`src/hdl/asp_pkg.sv`:
```
// Shared types and constants for the attached sprite pair allocator.
package asp_pkg;

   // Screen and sprite geometry.
   localparam int unsigned SCREEN_W      = 320;
   localparam int unsigned SCREEN_H      = 256;
   localparam int unsigned SPRITE_LINES  = 16;
   localparam int unsigned ROW_GAP       = 17;
   localparam int unsigned MAX_START_ROW = 213;

   // Display window offsets for the hardware position words.
   localparam logic [9:0] H_BASE = 10'h081;
   localparam logic [9:0] V_BASE = 10'h02c;

   // Entry count and cell index width; covers every legal table size.
   localparam int unsigned CNT_W = 6;

   // Command codes carried on the request side.
   localparam logic CMD_CLEAR = 1'b0;
   localparam logic CMD_ADD   = 1'b1;

   // Sequencer states.
   typedef enum logic [1:0] {
      ST_IDLE,
      ST_WALK,
      ST_DONE
   } state_type;

   // Request broadcast to every cell during a walk.
   typedef struct packed {
      logic [7:0] row;
      logic [7:0] palette;
   } probe_type;

   // Entry write broadcast to every cell.
   typedef struct packed {
      logic             en;
      logic [CNT_W-1:0] index;
      logic [7:0]       row;
      logic [7:0]       palette;
   } write_type;

   // Commands to the pair table.
   typedef struct packed {
      logic clear;
      logic take;
   } pair_cmd_type;

   // First free pair found for the current row.
   typedef struct packed {
      logic       found;
      logic [1:0] pair;
      logic [3:0] slot;
   } pair_pick_type;

endpackage

```
`src/hdl/asp_cell.sv`:
```
// One frame table entry with its overlap comparator, linked into the walk chain.
module asp_cell #(
   parameter int unsigned INDEX = 0
) (
   input  logic                     clock,
   input  logic                     reset,
   input  asp_pkg::probe_type       probe,
   input  logic [asp_pkg::CNT_W-1:0] count,
   input  asp_pkg::write_type       wr,
   input  logic                     token_in,
   input  logic                     flag_in,
   output logic                     token_out,
   output logic                     flag_out
);

   logic [7:0] row_ff;
   logic [7:0] palette_ff;
   logic       token_ff;
   logic       flag_ff;
   logic       active;
   logic       overlap;
   logic       hit;

   // Stored entry, written when the table appends at this index.
   always_ff @(posedge clock) begin
      if (wr.en && wr.index == asp_pkg::CNT_W'(INDEX)) begin
         row_ff     <= wr.row;
         palette_ff <= wr.palette;
      end
   end

   // A conflict is a live entry of another palette within one sprite height.
   always_comb begin
      active  = count > asp_pkg::CNT_W'(INDEX);
      overlap = ({1'b0, probe.row} < {1'b0, row_ff} + 9'(asp_pkg::SPRITE_LINES))
             && ({1'b0, row_ff} < {1'b0, probe.row} + 9'(asp_pkg::SPRITE_LINES));
      hit     = active && overlap && (palette_ff != probe.palette);
   end

   // The walk token and the running conflict flag move one cell per cycle.
   always_ff @(posedge clock) begin
      if (reset) begin
         token_ff <= 1'b0;
         flag_ff  <= 1'b0;
      end else begin
         token_ff <= token_in;
         flag_ff  <= flag_in | (token_in & hit);
      end
   end

   assign token_out = token_ff;
   assign flag_out  = flag_ff;

endmodule

```
`src/hdl/asp_pairs.sv`:
```
// Per-pair slot counts and next free rows, with first-fit pair selection.
module asp_pairs #(
   parameter int unsigned NUM_PAIRS      = 4,
   parameter int unsigned SLOTS_PER_PAIR = 8
) (
   input  logic                  clock,
   input  logic                  reset,
   input  logic [7:0]            row,
   input  asp_pkg::pair_cmd_type cmd,
   output asp_pkg::pair_pick_type pick
);

   logic [3:0] slots_ff [NUM_PAIRS];
   logic [7:0] next_row_ff [NUM_PAIRS];

   // Lowest numbered pair that is free at this row and has a slot left.
   always_comb begin
      pick = '0;
      for (int p = NUM_PAIRS - 1; p >= 0; p--) begin
         if (row >= next_row_ff[p] && slots_ff[p] < 4'(SLOTS_PER_PAIR)) begin
            pick.found = 1'b1;
            pick.pair  = 2'(p);
            pick.slot  = slots_ff[p];
         end
      end
   end

   // Clear restores every pair; a take books the chosen pair.
   always_ff @(posedge clock) begin
      if (reset || cmd.clear) begin
         for (int p = 0; p < NUM_PAIRS; p++) begin
            slots_ff[p]    <= '0;
            next_row_ff[p] <= '0;
         end
      end else if (cmd.take) begin
         for (int p = 0; p < NUM_PAIRS; p++) begin
            if (pick.pair == 2'(p)) begin
               slots_ff[p]    <= slots_ff[p] + 4'd1;
               next_row_ff[p] <= row + 8'(asp_pkg::ROW_GAP);
            end
         end
      end
   end

endmodule

```
`src/hdl/attached_sprite_pair_allocator.sv`:
```
// Top level of the attached sprite pair allocator: sequencer, entry chain and result register.
//
//   channel  direction  tvalid/tready  payload
//   req      in         req_*          tuser command, tdata pos_x / pos_y / palette_id
//   rsp      out        rsp_*          tuser accepted, tdata pair / slot / entry / words
//
// An add that passes the screen and table checks sends a token down the chain of entry
// cells, one cell a cycle, before the result is decided.
// A clear, or an add rejected by the screen or table checks, skips the walk.
// A new item is taken while the previous result still waits in the output register;
// a finished result holds the block until that register is free.
// Reset is synchronous and empties the table; entry contents need no clearing.
module attached_sprite_pair_allocator #(
   parameter int unsigned NUM_PAIRS      = 4,
   parameter int unsigned SLOTS_PER_PAIR = 8,
   parameter int unsigned SPRITE_WIDTH   = 16
) (
   input  logic        clock,
   input  logic        reset,
   input  logic        req_tvalid,
   output logic        req_tready,
   input  logic [31:0] req_tdata,   // pos_x[9:0], pos_y[19:10], palette_id[27:20], zeros
   input  logic        req_tuser,   // command
   output logic        rsp_tvalid,
   input  logic        rsp_tready,
   output logic [47:0] rsp_tdata,   // pair_index[1:0], slot_in_pair[4:2], entry_index[9:5],
                                    // position_word[25:10], control_word[41:26], zeros
   output logic        rsp_tuser    // accepted
);

   localparam int unsigned MAX_ENTRIES = NUM_PAIRS * SLOTS_PER_PAIR;
   localparam int unsigned CW          = asp_pkg::CNT_W;

   asp_pkg::state_type     state_ff, state_in;
   logic                   cmd_ff;
   logic [9:0]             x_ff;
   logic [9:0]             y_ff;
   logic [7:0]             pal_ff;
   logic                   prefail_ff;
   logic                   conflict_ff;
   logic                   launch_ff;
   logic [CW-1:0]          count_ff;
   logic                   rsp_valid_ff;
   logic                   rsp_accepted_ff;
   logic [1:0]             rsp_pair_ff;
   logic [2:0]             rsp_slot_ff;
   logic [4:0]             rsp_entry_ff;
   logic [15:0]            rsp_pos_ff;
   logic [15:0]            rsp_ctl_ff;

   logic                   accept;
   logic                   out_load;
   logic                   prefail;
   logic                   add_ok;
   logic [9:0]             in_x;
   logic [9:0]             in_y;
   logic [9:0]             vstart;
   logic [9:0]             vstop;
   logic [9:0]             hstart;
   logic [MAX_ENTRIES:0]   chain_token;
   logic [MAX_ENTRIES:0]   chain_flag;
   asp_pkg::probe_type     probe;
   asp_pkg::write_type     wr;
   asp_pkg::pair_cmd_type  pair_cmd;
   asp_pkg::pair_pick_type pick;

   // Screen, start row and table checks on the incoming add.
   always_comb begin
      in_x    = req_tdata[9:0];
      in_y    = req_tdata[19:10];
      prefail = in_x[9] || in_y[9]
             || (in_x > 10'(asp_pkg::SCREEN_W - SPRITE_WIDTH))
             || (in_y > 10'(asp_pkg::SCREEN_H - asp_pkg::SPRITE_LINES))
             || (in_y > 10'(asp_pkg::MAX_START_ROW))
             || (count_ff >= CW'(MAX_ENTRIES));
   end

   // Sequencer next state.
   always_comb begin
      state_in = state_ff;
      unique case (state_ff)
         asp_pkg::ST_IDLE: begin
            if (accept) begin
               state_in = (req_tuser == asp_pkg::CMD_ADD && !prefail) ?
                          asp_pkg::ST_WALK : asp_pkg::ST_DONE;
            end
         end
         asp_pkg::ST_WALK: begin
            if (chain_token[MAX_ENTRIES]) begin
               state_in = asp_pkg::ST_DONE;
            end
         end
         asp_pkg::ST_DONE: begin
            if (out_load) begin
               state_in = asp_pkg::ST_IDLE;
            end
         end
         default: state_in = asp_pkg::ST_IDLE;
      endcase
   end

   // Sequencer outputs.
   always_comb begin
      req_tready = 1'b0;
      out_load   = 1'b0;
      unique case (state_ff)
         asp_pkg::ST_IDLE: req_tready = 1'b1;
         asp_pkg::ST_WALK: ;
         asp_pkg::ST_DONE: out_load = !rsp_valid_ff || rsp_tready;
         default: ;
      endcase
   end

   assign accept = req_tvalid && req_tready;

   always_ff @(posedge clock) begin
      if (reset) begin
         state_ff <= asp_pkg::ST_IDLE;
      end else begin
         state_ff <= state_in;
      end
   end

   // Request hold register and walk launch.
   always_ff @(posedge clock) begin
      if (reset) begin
         launch_ff   <= 1'b0;
         conflict_ff <= 1'b0;
      end else begin
         launch_ff <= accept && req_tuser == asp_pkg::CMD_ADD && !prefail;
         if (accept) begin
            conflict_ff <= 1'b0;
         end else if (state_ff == asp_pkg::ST_WALK && chain_token[MAX_ENTRIES]) begin
            conflict_ff <= chain_flag[MAX_ENTRIES];
         end
      end
   end

   always_ff @(posedge clock) begin
      if (accept) begin
         cmd_ff     <= req_tuser;
         x_ff       <= in_x;
         y_ff       <= in_y;
         pal_ff     <= req_tdata[27:20];
         prefail_ff <= prefail;
      end
   end

   // Chain of entry cells; the token enters at cell zero.
   assign probe.row      = y_ff[7:0];
   assign probe.palette  = pal_ff;
   assign chain_token[0] = launch_ff;
   assign chain_flag[0]  = 1'b0;

   for (genvar k = 0; k < MAX_ENTRIES; k++) begin : g_cell
      asp_cell #(
         .INDEX(k)
      ) u_cell (
         .clock    (clock),
         .reset    (reset),
         .probe    (probe),
         .count    (count_ff),
         .wr       (wr),
         .token_in (chain_token[k]),
         .flag_in  (chain_flag[k]),
         .token_out(chain_token[k+1]),
         .flag_out (chain_flag[k+1])
      );
   end

   // Pair table.
   asp_pairs #(
      .NUM_PAIRS     (NUM_PAIRS),
      .SLOTS_PER_PAIR(SLOTS_PER_PAIR)
   ) u_pairs (
      .clock(clock),
      .reset(reset),
      .row  (y_ff[7:0]),
      .cmd  (pair_cmd),
      .pick (pick)
   );

   // Final decision and the state updates that commit it.
   always_comb begin
      add_ok         = cmd_ff == asp_pkg::CMD_ADD && !prefail_ff && !conflict_ff
                    && pick.found;
      pair_cmd.clear = out_load && cmd_ff == asp_pkg::CMD_CLEAR;
      pair_cmd.take  = out_load && add_ok;
      wr.en          = out_load && add_ok;
      wr.index       = count_ff;
      wr.row         = y_ff[7:0];
      wr.palette     = pal_ff;
   end

   always_ff @(posedge clock) begin
      if (reset || pair_cmd.clear) begin
         count_ff <= '0;
      end else if (wr.en) begin
         count_ff <= count_ff + CW'(1);
      end
   end

   // Hardware position and control words.
   always_comb begin
      vstart = asp_pkg::V_BASE + y_ff;
      vstop  = vstart + 10'(asp_pkg::SPRITE_LINES);
      hstart = asp_pkg::H_BASE + x_ff;
   end

   // Output register.
   always_ff @(posedge clock) begin
      if (reset) begin
         rsp_valid_ff <= 1'b0;
      end else if (out_load) begin
         rsp_valid_ff <= 1'b1;
      end else if (rsp_tready) begin
         rsp_valid_ff <= 1'b0;
      end
   end

   always_ff @(posedge clock) begin
      if (out_load) begin
         rsp_accepted_ff <= add_ok;
         rsp_pair_ff     <= add_ok ? pick.pair : 2'd0;
         rsp_slot_ff     <= add_ok ? pick.slot[2:0] : 3'd0;
         rsp_entry_ff    <= add_ok ? count_ff[4:0] : 5'd0;
         rsp_pos_ff      <= add_ok ? {vstart[7:0], hstart[8:1]} : 16'd0;
         rsp_ctl_ff      <= add_ok ? {vstop[7:0], 5'd0, vstart[8], vstop[8], hstart[0]}
                                   : 16'd0;
      end
   end

   assign rsp_tvalid = rsp_valid_ff;
   assign rsp_tuser  = rsp_accepted_ff;
   assign rsp_tdata  = {6'd0, rsp_ctl_ff, rsp_pos_ff, rsp_entry_ff, rsp_slot_ff, rsp_pair_ff};

`ifndef SYNTHESIS
   // The walk token only leaves the chain while the sequencer waits for it.
   a_token_in_walk: assert property (@(posedge clock) disable iff (reset)
      chain_token[MAX_ENTRIES] |-> state_ff == asp_pkg::ST_WALK)
      else $error("walk token left the chain outside a walk");

   // The table never holds more entries than it has cells.
   a_count_bound: assert property (@(posedge clock) disable iff (reset)
      count_ff <= CW'(MAX_ENTRIES))
      else $error("entry count beyond table size");

   // The probe stays put for the whole walk.
   a_probe_stable: assert property (@(posedge clock) disable iff (reset)
      (state_ff == asp_pkg::ST_WALK && $past(state_ff) == asp_pkg::ST_WALK)
      |-> $stable(probe))
      else $error("probe changed during a walk");

   // An accepted result always books an entry in the table.
   a_accept_books: assert property (@(posedge clock) disable iff (reset)
      (out_load && add_ok) |=> count_ff == $past(count_ff) + CW'(1))
      else $error("accepted sprite not entered in the table");
`endif

endmodule
```
`config.mk`:
```
export PLATFORM = sky130hd
export DESIGN_NAME = attached_sprite_pair_allocator
export DESIGN_NICKNAME = d
export VERILOG_FILES = /design/src/hdl/asp_pkg.sv /design/src/hdl/asp_cell.sv /design/src/hdl/asp_pairs.sv /design/src/hdl/attached_sprite_pair_allocator.sv
export SDC_FILE = /design/constraint.sdc
export NUM_CORES = 1
export LEC_CHECK = 0
export BUFFER_PORTS_ARGS = -buffer_cell sky130_fd_sc_hd__buf_2
export CAP_MARGIN = 25
export CORE_UTILIZATION = 60
export CTS_CLUSTER_SIZE = 10
export DETAILED_ROUTE_END_ITERATION = 6
export HOLD_SLACK_MARGIN = 0.02
export PLACE_DENSITY_LB_ADDON = 0.3
export REMOVE_ABC_BUFFERS = 1
export SLEW_MARGIN = 10
export SYNTH_ARGS = -nofsm -noshare
export SYNTH_HDL_FRONTEND = slang
export SYNTH_SLANG_ARGS = --single-unit
```
`constraint.sdc`:
```
create_clock -name clock -period 6.1 [get_ports clock]
set_input_delay 0.61 -clock clock [delete_from_list [all_inputs] [get_ports clock]]
set_output_delay 0.61 -clock clock [all_outputs]
set_load 0.005 [all_outputs]
```
=== Yosys cells after proc, flatten, opt, wreduce, memory -nomap -nowiden ===
Memory sizes are Yosys's and may differ from the RTL's.
Index checks and enable logic that the tools add are counted.

* Bits in registers: 658
* Bits in latches: 0
* Bits in writable memories: 48
* Memory bits (read-only): 0
* Bits of input ports: 37
* Output and inout port bits: 51
* Word-level logic and storage cells: 638
* Memories kept: 2

{| class="wikitable"
|+ Memory list
! memory !! depth !! width !! rd ports !! clocked after memory_dff !! write ports !! line !! RTL
|-
| u_pairs.next_row_ff || 4 || 8 || 4 || 0 || 4 || asp_pairs.sv:14 || <nowiki>logic [7:0] next_row_ff [NUM_PAIRS];</nowiki>
|-
| u_pairs.slots_ff || 4 || 4 || 4 || 0 || 4 || asp_pairs.sv:13 || <nowiki>logic [3:0] slots_ff [NUM_PAIRS];</nowiki>
|}

* Add/sub/neg operators: 42
* $mul: 0
* Div/mod/pow operators: 0
* Magnitude comparators: 108
* Equal/unequal tests: 71
* Shift operators: 0
* Multiplexer cells: 39
* Bitwise logic cells: 72
* Reductions and logical operators: 159

{| class="wikitable"
|+ Operators with widths
! kind !! count
|-
| 8-bit by 9-bit < comparator with 1-bit output || 64
|-
| 8-bit by 5-bit adder with 9-bit output (second input constant) || 33
|-
| 8-bit inequality test || 32
|-
| 1-bit logical AND || 142
|-
| 6-bit by 5-bit == test with 1-bit output (second input constant) || 16
|-
| 6-bit by 5-bit > comparator with 1-bit output (second input constant) || 16
|-
| 6-bit by 4-bit == test with 1-bit output (second input constant) || 8
|-
| 6-bit by 4-bit > comparator with 1-bit output (second input constant) || 8
|-
| 1-bit OR || 39
|-
| 1-bit bitwise AND || 32
|-
| 8-bit >= comparator || 4
|-
| 8-bit 2-to-1 mux || 4
|-
| 7-bit 2-to-1 mux || 4
|-
| 6-bit by 3-bit == test with 1-bit output (second input constant) || 4
|-
| 6-bit by 3-bit > comparator with 1-bit output (second input constant) || 4
|-
| 1-bit 2-to-1 mux || 22
|-
| 10-bit by 8-bit > comparator with 1-bit output (second input constant) || 2
|-
| 4-bit by 1-bit adder with 4-bit output (second input constant) || 4
|-
| 4-bit < comparator (second input constant) || 4
|-
| 4-bit 2-to-1 mux || 4
|-
| 6-bit by 2-bit == test with 1-bit output (second input constant) || 2
|-
| 6-bit by 1-bit > comparator with 1-bit output (second input constant) || 2
|-
| 6-bit by 2-bit > comparator with 1-bit output (second input constant) || 2
|-
| 10-bit by 9-bit > comparator with 1-bit output (second input constant) || 1
|-
| other kinds (21) || 38
|}

=== Longest topological paths before layout ===
Gate-level depths: netlist of the first run.
An unclocked memory read counts as a cell.

* Word-level depth: 13
* Depth in mapped cells: 10
* Depth with buffers taken out: 9

=== Hierarchy ===
From an unflattened synthesis of the first run, not the netlist that was laid out.

* Cells, all modules: 3372
* Area total of the unflattened synthesis: 40607.7 µm²

{| class="wikitable"
|+ By module, submodules not included
! module !! times used !! cells an instance !! area an instance (µm²) !! sequential area each (µm²)
|-
| asp_pairs || 1 || 278 || 3024.2 || 1441.4
|-
| attached_sprite_pair_allocator || 1 || 214 || 2982.9 || 2082.0
|-
| asp_cell (g_cell[25].u_cell ...) || 2 || 90 || 1086.0 || 520.5
|-
| asp_cell (g_cell[2].u_cell ...) || 2 || 90 || 1084.8 || 520.5
|-
| asp_cell (g_cell[22].u_cell ...) || 2 || 88 || 1077.3 || 520.5
|-
| asp_cell (g_cell[28].u_cell) || 1 || 91 || 1104.8 || 520.5
|-
| asp_cell (g_cell[26].u_cell) || 1 || 91 || 1103.6 || 520.5
|-
| asp_cell (g_cell[10].u_cell) || 1 || 91 || 1102.3 || 520.5
|-
| asp_cell (g_cell[18].u_cell) || 1 || 92 || 1094.8 || 520.5
|-
| asp_cell (g_cell[21].u_cell) || 1 || 91 || 1092.3 || 520.5
|-
| asp_cell (g_cell[12].u_cell) || 1 || 91 || 1091.0 || 520.5
|-
| asp_cell (g_cell[8].u_cell) || 1 || 90 || 1091.0 || 520.5
|-
| asp_cell (g_cell[14].u_cell) || 1 || 91 || 1089.8 || 520.5
|-
| asp_cell (g_cell[30].u_cell) || 1 || 92 || 1088.5 || 520.5
|-
| +17 rows || - || - || - || -
|}

=== Least setup slack after synthesis of the first run ===
OpenSTA, ideal clock, no wires.

* Kind: input to register
* Start point: input port rsp_tready
* End point: register g_cell[8].u_cell.palette_ff[0] (enable)
* Library setup time: 430 ps
* Data arrival time: 4609 ps
* Required time: 5670 ps
* Path slack: 1060 ps
* Stages on the path: 6
* Buffers on the path: 1
* Path through: nand2b_1 > nor2b_1 > and2_1 > buf_2 > nand2_1 > nor4_1

* Word-level cells in the longest chain between the ends: 4

{| class="wikitable"
|+ RTL lines
! what !! line !! RTL
|-
| start: declaration || attached_sprite_pair_allocator.sv:25 || <nowiki>input logic rsp_tready,</nowiki>
|-
| 1-bit logical OR || attached_sprite_pair_allocator.sv:109 || <nowiki>asp_pkg::ST_DONE: out_load = !rsp_valid_ff || rsp_tready;</nowiki>
|-
| 1-bit 2-to-1 mux || attached_sprite_pair_allocator.sv:106 || <nowiki>unique case (state_ff)</nowiki>
|-
| net out_load || attached_sprite_pair_allocator.sv:52 || <nowiki>logic out_load;</nowiki>
|-
| 1-bit logical AND || attached_sprite_pair_allocator.sv:189 || <nowiki>wr.en = out_load && add_ok;</nowiki>
|-
| 1-bit logical AND || asp_cell.sv:26 || <nowiki>if (wr.en && wr.index == asp_pkg::CNT_W'(INDEX)) begin</nowiki>
|-
| end signal: assignment || asp_cell.sv:28 || <nowiki>palette_ff <= wr.palette;</nowiki>
|-
| end: declaration || asp_cell.sv:17 || <nowiki>logic [7:0] palette_ff;</nowiki>
|}

The timed path passes the listed nets, and every way through them passes these cells.
A chain may end at the register's enable or synchronous reset.

=== Worst setup path after layout of the first run ===
* Start point: register y_ff[6]
* End point: register g_cell[19].u_cell.row_ff[1] (enable)

* Word-level cells in the longest chain between the ends: 9
* Elaborated cells on any way between the ends: 15
* Classes of those cells: order compare: 4; mux: 4; reduce/logical: 7

{| class="wikitable"
|+ RTL lines
! what !! line !! RTL
|-
| start: declaration || attached_sprite_pair_allocator.sv:37 || <nowiki>logic [9:0] y_ff;</nowiki>
|-
| start signal: assignment || attached_sprite_pair_allocator.sv:143 || <nowiki>y_ff <= in_y;</nowiki>
|-
| 8-bit >= comparator || asp_pairs.sv:20 || <nowiki>if (row >= next_row_ff[p] && slots_ff[p] < 4'(SLOTS_PER_PAIR)) begin</nowiki>
|-
| 1-bit logical AND || asp_pairs.sv:20 ||
|-
| 7-bit 2-to-1 mux (3 in a row) || asp_pairs.sv:20 ||
|-
| 7-bit 2-to-1 mux * || asp_pairs.sv:20 ||
|-
| 1-bit logical AND * || attached_sprite_pair_allocator.sv:186 || <nowiki>&& pick.found;</nowiki>
|-
| 1-bit logical AND * || attached_sprite_pair_allocator.sv:189 ||
|-
| 1-bit logical AND * || asp_cell.sv:26 ||
|-
| end signal: assignment || asp_cell.sv:27 || <nowiki>row_ff <= wr.row;</nowiki>
|-
| end: declaration || asp_cell.sv:16 || <nowiki>logic [7:0] row_ff;</nowiki>
|}

Every way passes the cells marked *; elsewhere a longest branch is shown, timed or not.

==> metrics.txt, run 1 <==
H-Tree Depth=3; Sw Ratio=24.3%; flop2flop setup slack=1.67 ns; total grt overflow=0; vias in the first global route=26200; worst hold path type=in2reg; Top FF cell, synth=edfxtp_1; uppermost layer routed=met4; Yosys reg bits=697; Setup TNS=0 ns; layout cells sized above 1=9.03%; Worst VDD drop=0.261 mV; met2 WL=44500 um; DRT Wirelength=95000 um; Setup violations, final=0; clock skew=0.0234 ns; die span in y=253 um; CTS Hold Bufs=0; CTS tree=yes; CP Launch Point=y_ff[6]; clk slew on worst S/H paths=0.06 ns; CP Data Arrival Time=4.82 ns; combinational power share=9.4%; CP max FO=18; Final Max Tran Viols=0; core area=0.0619 mm^2; slew margin rel.=23.7%; Post-CTS Setup Inserts=0; Global Route Usage Sum=30.0%; Critical path buffers and inverters=2; largest net degree at the start of global routing=58; R2R depth=9; max cap viols=0; routability congestion estimate=0.942; crit end category=register; Final min period=4.43 ns; Hold Path End=pal_ff[2]; Synth Area in Simple Gates=7.96%; commonest non-fill, non-tap cell in the layout=edfxtp_1; crit path kind=reg2reg; DRC=0; Detailed Routing Iterations Pass 1=7; Vias per Instance=6.24; total number of vias=25400; port bufs=72; Mapped Area=0.0377 mm^2; Total Nets Final=3693; status=finished clean; antenna violations before repair=0; CTS Buf Count=82; Worst R2R Start=y_ff[6]; met3 wire length=8000 um; Synth cell types=76; first-pass GRT wire length=145000 um; syn_area_per_cell=12.6 um^2; Worst Hold Depth=1; chip width=253 um; Avg WL per Cell=23.4 um; Area Overhead vs Synth=11.2%; Post-synth EDFFs=622; Worst Path Required=6.49 ns; CP Cell Sequence=ha_1 -> a21o_1 -> a221o_1 -> a22oi_4 -> nand4_4 -> nand2_1 -> buf_4 -> nor3_2 -> buf_4; Net Sw Power=2630 uW; largest family of logic cells by synthesized area=adder cells; Initial Util=60.9%; Ports=88; RSZ-0062 raised after global routing=no; PwrDens=257 mW/mm^2; crit path launch type=register; Slew @ Worst Pin=1.14 ns; placed cell area=0.0395 mm^2; Gate Count Post-Synth=2994; Tcrit/Tclk final=72.6%; Final Hold Vio Count=0; number of DRC markers in iteration 0=2308; Cell Int Power=8170 uW; Leak Pwr=0.0165 uW; Max stage delay cell, worst path=nand2_1; Skew-Pair Late Insertion Delay=0.64 ns; hold wc startpoint=req_tdata[22]; asr flop ratio synth=0%; most frequent cells in the layout=edfxtp_1, ha_1, xor2_1, inv_1, nor2_1; Post-Synth XOR/XNOR Area=8.15%; clock share of power=41.6%; highest clock rate=226 MHz; fin area=0.0419 mm^2; die footprint=0.0639 mm^2; mux contribution to synthesized area=0.0531%; cell family with most CP delay=simple AND/OR/NAND/NOR gates; max incr delay on CP=0.93 ns; # clock sinks=697; sequential-to-total area share from yosys stat=53.5%; DPL Wire Length=61300 um; met1 wire length=38200 um; Flop pwr share=49.0%; Post-CTS Resized=0; r2r endpoint=g_cell[19].u_cell.row_ff[1]; Final ANT Viol Nets=0; Synthesis Warnings=0; worst hold margin=0.140 ns; clock buffer depth=3; Post-Synth Adder-Cell Area=16.4%; Rows=91; Root Buffer Master=clkbuf_16; Compound-Gate Fraction of Synth Area=10.8%; CP most frequent cell=buf_4
-- Yosys cell counts (all sizes together), types with 7 or more instances --
library cell | n | area share, %
a211oi | 56 | 1.1
inv | 187 | 1.9
nand3 | 92 | 1.2
o21a | 32 | 0.64
a21oi | 118 | 1.6
nor4 | 56 | 0.97
nand2b | 67 | 1.1
dfxtp | 75 | 4.0
ha | 495 | 16
o21ai | 91 | 1.2
and3 | 22 | 0.37
nand2 | 102 | 1.0
xor2 | 238 | 5.5
and2 | 7 | 0.12
a2111oi | 20 | 0.46
nor3 | 22 | 0.29
edfxtp | 622 | 50
nor2 | 131 | 1.3
o211ai | 26 | 0.52
a21o | 83 | 1.7
nor2b | 38 | 0.63
a22oi | 13 | 0.31
buf | 62 | 0.94
o221ai | 10 | 0.23
xnor2 | 113 | 2.6
clkbuf | 24 | 0.24
a31oi | 35 | 0.58
a221oi | 7 | 0.16
o2111ai | 35 | 0.81
nand4 | 23 | 0.44
a41oi | 7 | 0.16
-- logic make-up after synthesis --
kind of cell	after synthesis
AO/OA/AOI/OAI	591
XOR/XNOR	351
adder cells (fa/ha/maj)	495
buffers and inverters	274
flip-flops	697
multiplexers	2
other	1
AND/OR/NAND/NOR	583
-- stage by stage --
stage	setup WS (ns)	instances	utilization [%]	power [uW]
floorplan	0.735	2918	-	6000
global placement	1.78	3892	63.4	6320
detailed placement	1.81	3912	63.7	6380
CTS	1.79	4059	67.6	10800
global route	1.58	4061	67.7	11100
finish	1.67	4063	67.7	10800
-- power groups by stage --
stage | logic (uW) | clock network [uW] | registers [uW]
2_1_floorplan | 531 | 0 | 5470
3_3_place_gp | 934 | 0 | 5380
3_5_place_dp | 993 | 0 | 5390
4_1_cts | 1010 | 4530 | 5290
5_1_grt | 1110 | 4710 | 5290
6_report | 1020 | 4490 | 5290
-- cell type report --
class	instances	area (um^2)
antenna	2	5.00
clock buffer	137	2290
clock inverter	10	141
fill	4367	20000
inverter	188	706
multi-input combinational	2033	16500
sequential	697	20200
tap	837	1050
timing repair buffer	159	1040
-- flip-flops by register name, summed over array words and instances, names as in the netlist, 2 cells and up --
signal	cells
u_pairs.next_row_ff	32
x_ff	9
pal_ff	8
rsp_ctl_ff	7
count_ff	6
g_cell.u_cell.palette_ff	256
g_cell.u_cell.row_ff	256
u_pairs.slots_ff	16
rsp_slot_ff	3
rsp_pos_ff	16
rsp_entry_ff	5
state_ff	2
y_ff	9
g_cell.u_cell.token_out	32
g_cell.u_cell.flag_out	32
rsp_pair_ff	2
-- layer usage --
layer	global-route usage (%)	up-vias
li1	-	11500
met1	38.9	12500
met2	49.0	1113
met3	5.40	299
met4	13.7	0
met5	0	-
-- worst max path at each step --
stage                                            endpoint  slack (ns)  depth (start not counted)
after detailed placement      g_cell[19].u_cell.row_ff[1]        1.81                          9
after global routing      g_cell[24].u_cell.palette_ff[3]        1.58                          8
after CTS                     g_cell[19].u_cell.row_ff[7]        1.79                          9
final                         g_cell[19].u_cell.row_ff[1]        1.67                          9
after floorplan            g_cell[8].u_cell.palette_ff[0]        0.74                          8
after global placement    g_cell[24].u_cell.palette_ff[2]        1.78                          7
(Power assumes the default switching activity.)
==> run 2, diff against run 1 <==
==> constraint.sdc (replaced) <==
create_clock -name clock -period 4.1 [get_ports clock]
set_input_delay 0.41 -clock clock [delete_from_list [all_inputs] [get_ports clock]]
set_output_delay 0.41 -clock clock [all_outputs]
set_load 0.005 [all_outputs]
==> run 2 against run 1 <==
  * Global-route usage increased by 0.23 points
  * Flip-flop and latch count unchanged
  * Final cell count increased by 1.7%
  * Sequential power increased by 49%
  * Critical endpoint is now g_cell[13].u_cell.flag_out
  * Count of clock-buffer cells in the layout increased by 4
==> metrics.txt, run 2 (synthesized netlist as in run 1, its figures left out) <==
Final ANT Viol Nets=0; CP Cell Sequence=buf_4 -> inv_2 -> buf_12 -> ha_1 -> o211ai_1 -> o21ai_0 -> o2111ai_1 -> a41oi_1 -> a211oi_1; largest net degree at the start of global routing=64; Leak Pwr=0.0169 uW; Rows=91; port bufs=72; Vias per Instance=6.23; Setup violations, final=0; Skew-Pair Late Insertion Delay=0.64 ns; routability congestion estimate=0.903; Final Max Tran Viols=0; number of DRC markers in iteration 0=2347; CP Data Arrival Time=4.27 ns; worst hold margin=0.136 ns; Initial Util=60.9%; antenna violations before repair=1; RSZ-0062 raised after global routing=no; clock skew=0.0297 ns; clk slew on worst S/H paths=0.06 ns; Reg area=0.0202 mm^2; max incr delay on CP=0.85 ns; biggest regs=g_cell.u_cell.palette_ff x256, g_cell.u_cell.row_ff x256; Worst Path Required=4.64 ns; Post-CTS Resized=0; Area Overhead vs Synth=13.1%; Avg WL per Cell=23.2 um; crit end category=register; clock buffer depth=3; CP max FO=61; vias in the first global route=26400; Total Nets Final=3760; status=finished clean; multi-input combinational cell area=0.0165 mm^2; DRT Wirelength=95900 um; Slew @ Worst Pin=1.03 ns; commonest non-fill, non-tap cell in the layout=edfxtp_1; CTS tree=yes; Root Buffer Master=clkbuf_16; total grt overflow=0; die footprint=0.0639 mm^2; total power=16100 uW; slew margin rel.=31.6%; # clock sinks=697; chip width=253 um; Setup TNS=0 ns; Max stage delay cell, worst path=buf_4; max cap viols=0; Final min period=3.73 ns; Tcrit/Tclk final=91.0%; crit path kind=reg2reg; H-Tree Depth=3; Worst VDD drop=0.422 mV; # diodes=0; CTS Buf Count=81; cell family with most CP delay=buffers and inverters; Detailed Routing Iterations Pass 1=6; GR Util met2=49.8%; total number of vias=25700; Fill cells=4224; DRC=0; met1 Resource Use GR=39.8%; Global Route Usage Sum=30.2%; most frequent cells in the layout=edfxtp_1, ha_1, xor2_1, inv_1, nor2_1; layout cells sized above 1=10.0%; GR peak layer=met2; Critical path buffers and inverters=3; PwrDens=378 mW/mm^2; worst hold path type=in2reg; DPL Wire Length=63000 um; first-pass GRT wire length=147000 um; highest clock rate=268 MHz; GRT met3 Usage=4.96%; Ports=88; die span in y=253 um; core area=0.0619 mm^2; Final Hold Vio Count=0; crit path launch type=register
==> run 2: changes by cell type in the layout (fill, tap and decap cells not counted), sizes merged <==
cell / change
clkinv: -3
dlygate4sd3: +27
clkbuf: +4
inv: +1
buf: +41
diode: -2
==> run 2: report_power, final <==
part / leakage [uW] / switching [uW] / internal [uW]
registers: 0.00629 / 74.0 / 7810
logic: 0.00946 / 986 / 594
clock network: 0.00115 / 2830 / 3840
total: 0.0169 / 3890 / 12200
==> run 2: final timing paths <==
| path | cells after the start | to | slack [ns] | startpoint |
|---|---|---|---|---|
| setup / recovery | 9 | g_cell[13].u_cell.flag_out | 0.37 | y_ff[2] |
| hold / removal | 3 | rsp_tvalid | 0.14 | rsp_tready |
| setup reg to reg | 9 | g_cell[13].u_cell.flag_out | 0.37 | y_ff[2] |
| hold reg to reg | 1 | g_cell[31].u_cell.token_out | 0.47 | g_cell[30].u_cell.token_out |
==> run 2: area by class of cell <==
class / instances / area share [%]
clock buffers: 141 / 5.45
clock inverters: 8 / 0.197
inverters: 188 / 1.66
multi-input cells: 2033 / 38.7
flip-flops and latches: 697 / 47.3
well taps: 837 / 2.46
repair buffers: 227 / 4.19
==> run 2: tightest hold or removal path, cell delays in order <==
cell,delay [ns]
buf_2,0.07
nand2b_1,0.16
a21oi_1,0.08
==> run 2: repair_timing <==
action / CTS / global route
hold buffers: 27 / 0
buffers inserted: 0 / 0
hold endpoints to repair: 27 / 0
==> run 2: per-layer routing <==
metal	vias up	part of all wire (%)
li1	11600	-
met1	12800	41
met2	1084	48
met3	263	7.7
met4	0	3.9
met5	-	0
==> run 2: through the flow <==
step           cell area [um^2]  setup slack [ns]  utilization, %  std cells
5_1_grt                   42600             0.241            68.8       4131
6_report                  42600             0.370            68.8       4131
2_1_floorplan             37300             -1.26               -       2918
3_3_place_gp              39900             0.553            64.4       3947
3_5_place_dp              39900             0.505            64.5       3954
4_1_cts                   42600             0.388            68.8       4130
